--- src/design/mrfc_pkg.sv ---
// mrfc_pkg: shared types and constants of the motor reply frame checker
// no dependencies; imported by every mrfc module and the top level
package mrfc_pkg;

    localparam int FRAME_LEN = 13;
    localparam int POS_W = $clog2(FRAME_LEN + 1);
    localparam int HDR_LEN = 4;
    localparam int HSUM_IDX = 4;
    localparam int TEMP_IDX = 5;
    localparam int TORQUE_IDX = 6;
    localparam int SPEED_IDX = 8;
    localparam int ENC_IDX = 10;
    localparam int DSUM_IDX = 12;

    localparam logic [7:0] HEAD_RESET = 8'h3E;

    localparam logic CMD_BYTE = 1'b0;
    localparam logic CMD_CHECK = 1'b1;

    typedef logic [7:0] frame_t [FRAME_LEN];

    typedef struct packed {
        logic       wr;
        logic       clr;
        logic [7:0] data;
    } fs_ctrl_t;

    typedef struct packed {
        logic               ok;
        logic signed [7:0]  temperature;
        logic signed [15:0] torque_or_power;
        logic signed [15:0] speed;
        logic [15:0]        encoder;
    } check_t;

endpackage

--- src/design/mrfc_result.sv ---
// mrfc_result: latched motor values, check and failure counters, result register
// depends on mrfc_pkg
module mrfc_result (
    input  logic             clk,
    input  logic             rst_n,
    input  logic             fire,
    input  mrfc_pkg::check_t chk,
    input  logic             out_ready,
    output logic             out_valid,
    output logic             reply_ok,
    output mrfc_pkg::check_t last,
    output logic [31:0]      check_count,
    output logic [31:0]      fail_count
);
    import mrfc_pkg::*;

    logic        valid_reg;
    logic        ok_reg;
    check_t      last_reg;
    logic [31:0] checks_reg;
    logic [31:0] fails_reg;

    always_ff @(posedge clk or negedge rst_n)
    begin
        if (!rst_n)
        begin
            valid_reg <= 1'b0;
            ok_reg <= 1'b0;
            last_reg <= '0;
            checks_reg <= '0;
            fails_reg <= '0;
        end
        else
        begin
            if (fire)
            begin
                valid_reg <= 1'b1;
                ok_reg <= chk.ok;
                checks_reg <= checks_reg + 32'd1;
                if (chk.ok)
                begin
                    last_reg <= chk;
                end
                else
                begin
                    fails_reg <= fails_reg + 32'd1;
                end
            end
            else if (out_ready)
            begin
                valid_reg <= 1'b0;
            end
        end
    end

    assign out_valid = valid_reg;
    assign reply_ok = ok_reg;
    assign last = last_reg;
    assign check_count = checks_reg;
    assign fail_count = fails_reg;

    a_count_step: assert property (@(posedge clk) disable iff (!rst_n)
        fire |=> checks_reg == $past(checks_reg) + 32'd1)
        else $error("check count did not step");

    a_fail_step: assert property (@(posedge clk) disable iff (!rst_n)
        (fire && !chk.ok) |=> (fails_reg == $past(fails_reg) + 32'd1 && !ok_reg))
        else $error("failure not counted");

    a_hold_stall: assert property (@(posedge clk) disable iff (!rst_n)
        (valid_reg && !out_ready) |=> (valid_reg && $stable(checks_reg)
                                      && $stable(fails_reg) && $stable(last_reg)))
        else $error("result changed while stalled");

endmodule

--- config.mk ---
export PLATFORM = sky130hd
export DESIGN_NAME = mrfc_result
export DESIGN_NICKNAME = d
export VERILOG_FILES = /design/src/design/mrfc_pkg.sv /design/src/design/mrfc_result.sv
export SDC_FILE = /design/constraint.sdc
export NUM_CORES = 1
export LEC_CHECK = 0
export BUFFER_PORTS_ARGS = -buffer_cell sky130_fd_sc_hd__buf_2
export CAP_MARGIN = 15
export CORE_ASPECT_RATIO = 1.4
export CORE_MARGIN = 2
export CORE_UTILIZATION = 35
export DETAILED_ROUTE_END_ITERATION = 10
export GPL_TIMING_DRIVEN = 1
export PLACE_DENSITY = 0.58
export SLEW_MARGIN = 20
export SYNTH_ARGS = -nofsm -noshare
export SYNTH_HDL_FRONTEND = slang
export SYNTH_SLANG_ARGS = --single-unit
--- constraint.sdc ---
create_clock -name clk -period 3.6 [get_ports clk]
set_input_delay 0.54 -clock clk [delete_from_list [all_inputs] [get_ports clk]]
set_output_delay 0.54 -clock clk [all_outputs]
set_load 0.01 [all_outputs]
==> results.py <==
metrics = {
    "sta": {
        "hold_viol_final": 0,
        "rsz0062_at_grt": "false",
        "max_freq_mhz": 472,
        "setup-tns-final_ns": 0,
        "fin_crit_sh_pct": 58.9,
        "period_needed_ns": 2.12,
        "drv_slew": 0,
        "worstMarginPinSlew_ns": 0.726,
        "finalSetupViolCount": 0,
        "max_slew_margin_pct": 51.6,
        "skew_ns": 0.00698,
    },
    "synth": {
        "synth_warnings": 0,
        "synth-seq-cells": 123,
        "avgSynthCellArea_sq_um": 13.2,
        "syn_area_sq_um": 5070,
        "ys_seq_area_share_pct": 60.7,
        "syn_inst": 385,
        "synth_nets": 448,
        "ys_types": 29,
    },
    "floorplanning": {
        "die_x_um": 106,
        "core_area_sq_um": 14300,
        "start_util_pct": 35.4,
        "dieArea_sq_um": 15500,
        "pin_count": 184,
        "die_y_um": 146,
        "fp-row-count": 52,
    },
    "clock_tree": {
        "clock_latency_ns": 0.41,
        "cts.path.max_buffers": 2,
        "cts_root_buf": "clkbuf_16",
        "post-cts-setup-buffers": 0,
        "clk_pin_slew_worst_paths_ns": 0.07,
        "holdBufCountCts": 0,
        "ctsResizeCount": 0,
        "cts_buffers": 17,
        "htree_levels": 4,
        "clkSinkCount": 123,
        "cts_tree": "yes",
    },
    "final_layout": {
        "syn2layout_area_growth_pct": 34.0,
        "antenna_cells": 0,
        "fin_nets": 640,
        "fin_cells": 779,
        "final_util_pct": 47.5,
        "largest_register_ff_count": 57,
        "final_cell_area_sq_um": 6800,
        "drive_above_1_share_pct": 47.3,
    },
    "global_route": {
        "grt_util_met1_pct": 18.3,
        "grt_pass1_vias": 3948,
        "grt_overflow": 0,
        "grt_pass1_wl_um": 19500,
        "gr-usage-met3_pct": 6.83,
        "grt_max_degree": 71,
        "grtUsageMet2_pct": 26.0,
        "grt_antenna_before_repair": 0,
        "grtUsageTotal_pct": 15.9,
        "grt_busiest_layer": "met2",
    },
    "power": {
        "total_power_mw": 3.95,
        "leakage_nw": 3.48,
        "worst_ir_drop_vdd_mv": 0.339,
        "power.density_nw_per_um2": 581,
    },
    "placed_design": {
        "gp_congestion": 0.747,
        "io_buffer_count": 183,
        "hpwl_um": 8490,
        "place_area_sq_um": 6200,
        "dp.cells": 747,
    },
    "worst_setup_path": {
        "path_delay_family": "simple AND/OR/NAND/NOR gates",
        "cp_num_cells": 5,
        "cp.buffers_inverters": 0,
        "cpPeakStageDelay_ns": 0.72,
        "crit_type": "flop to flop",
        "crit_end": "fail_count[26]",
        "rr_endpoint": "fail_count[26]",
        "crit_arrival_ns": 2.45,
        "startpoint_type": "flop",
        "worstPathMaxFanout": 9,
        "reg2regPathDepth": 5,
        "critical_path.startpoint": "fail_count[0]",
        "critical_path.slowest_cell": "or4_1",
        "crit-reg2reg-launch": "fail_count[0]",
        "critPathCaptureType": "flop",
        "cp_cell_sequence": "ha_1 -> nand3b_1 -> or4_1 -> nor4_2 -> xor2_1",
        "required_ns": 3.93,
        "r2r_setup_slack_ns": 1.48,
    },
    "route": {
        "drtPass1Iterations": 4,
        "drt_iter0_markers": 108,
        "drcViolationCount": 0,
        "wire_per_inst_um": 15.1,
        "ant_nets": 0,
        "drt-vias-per-instance": 4.68,
        "vias": 3645,
        "drt_wl_total_um": 11700,
    },
    "worst_hold_path": {
        "min_path_type": "primary input to asynchronous set/reset pin",
    },
    "flow_run": {
        "max-cap-violations": 0,
    },
    "run_status": {
        "status": "complete, no violations",
    },
}
synth_stat cells:
master | count | area [sq um]
dfrtp_1 | 123 | 3080
nand4b_1 | 2 | 17.5
nand2_1 | 24 | 90.1
xnor2_1 | 25 | 219
and4_1 | 5 | 43.8
or4_1 | 1 | 7.51
nor4_2 | 2 | 25.0
clkbuf_1 | 7 | 26.3
buf_2 | 4 | 20.0
or2_1 | 1 | 6.26
mux2_2 | 58 | 653
inv_1 | 8 | 30.0
nor2b_1 | 1 | 6.26
nor4_1 | 9 | 56.3
xor2_1 | 37 | 324
and2_1 | 3 | 18.8
nor4_4 | 2 | 42.5
nand3b_1 | 1 | 7.51
ha_1 | 2 | 25.0
nand2b_1 | 1 | 6.26
o21ai_0 | 1 | 5.00
a21o_1 | 1 | 7.51
nor2_1 | 12 | 45.0
nor3_1 | 12 | 60.1
nand4_1 | 16 | 100
nand3_1 | 15 | 75.1
and3_1 | 10 | 62.6
and2_0 | 1 | 6.26
buf_4 | 1 | 7.51
per-layer routing:
metal | vias up | share of wire [%]
met1 | 1761 | 41
met2 | 142 | 49
met4 | 0 | 1.7
met3 | 16 | 9.2
li1 | 1726 | -
met5 | - | 0
worst register-to-register path, stage by stage (launching register included):
cell and delay (ns):
dfrtp_1 0.44, ha_1 0.18, nand3b_1 0.17, or4_1 0.72, nor4_2 0.36, xor2_1 0.17
cell type report:
| class | count | area (sq um) |
|---|---|---|
| fill | 1295 | 7520 |
| sequential | 123 | 3080 |
| multi-input combinational | 242 | 1910 |
| timing repair buffer | 185 | 946 |
| clock buffer | 18 | 429 |
| tap | 189 | 236 |
| clock inverter | 14 | 163 |
| inverter | 8 | 30.0 |
cell families after synthesis:
logic type,Yosys count,share of synthesized area [%]
AOI/OAI and AO/OA,2,0.247
and+or+nand+nor,118,13.3
muxes,58,12.9
adders and majority gates,2,0.493
buffers and inverters,20,1.65
DFF,123,60.7
xor gates and xnor gates,62,10.7
cells in the final DEF, fill, tap and decap left out, types with 3 or more instances in the layout:
cell type	Yosys	final
and2_1	3	3
clkinv_4	0	4
xor2_1	37	37
nor3_1	12	12
nor4_1	9	9
nor2_1	12	12
and3_1	10	10
inv_1	8	8
xnor2_1	25	25
clkinvlp_4	0	4
nand4_1	16	16
dfrtp_1	123	123
mux2_2	58	58
clkbuf_16	0	17
inv_6	0	3
nand2_1	24	23
buf_2	4	182
and4_1	5	5
nand3_1	15	15
power by group:
| group | switching [mW] | internal, mW |
|---|---|---|
| Combinational | 0.281 | 0.274 |
| Sequential | 0.140 | 1.55 |
| Clock | 0.673 | 1.03 |
worst min-delay path by stage:
stage,startpoint,to,slack (ns),cells after the start
after global placement,last[56],last[56],0.45,1
after global routing,rst_n,last[55],0.21,1
after floorplan,rst_n,check_count[0],0.24,0
final,rst_n,last[42],0.16,1
after detailed placement,last[56],last[56],0.45,1
after CTS,rst_n,last[42],0.19,1
per-stage QoR:
stage / setup slack (ns) / hold slack [ns]
floorplan: 1.70 / 0.244
global placement: 1.33 / 0.447
detailed placement: 1.25 / 0.455
CTS: 1.43 / 0.190
global route: 1.32 / 0.206
finish: 1.48 / 0.155
No activity file was read; power rests on OpenSTA's default activity.
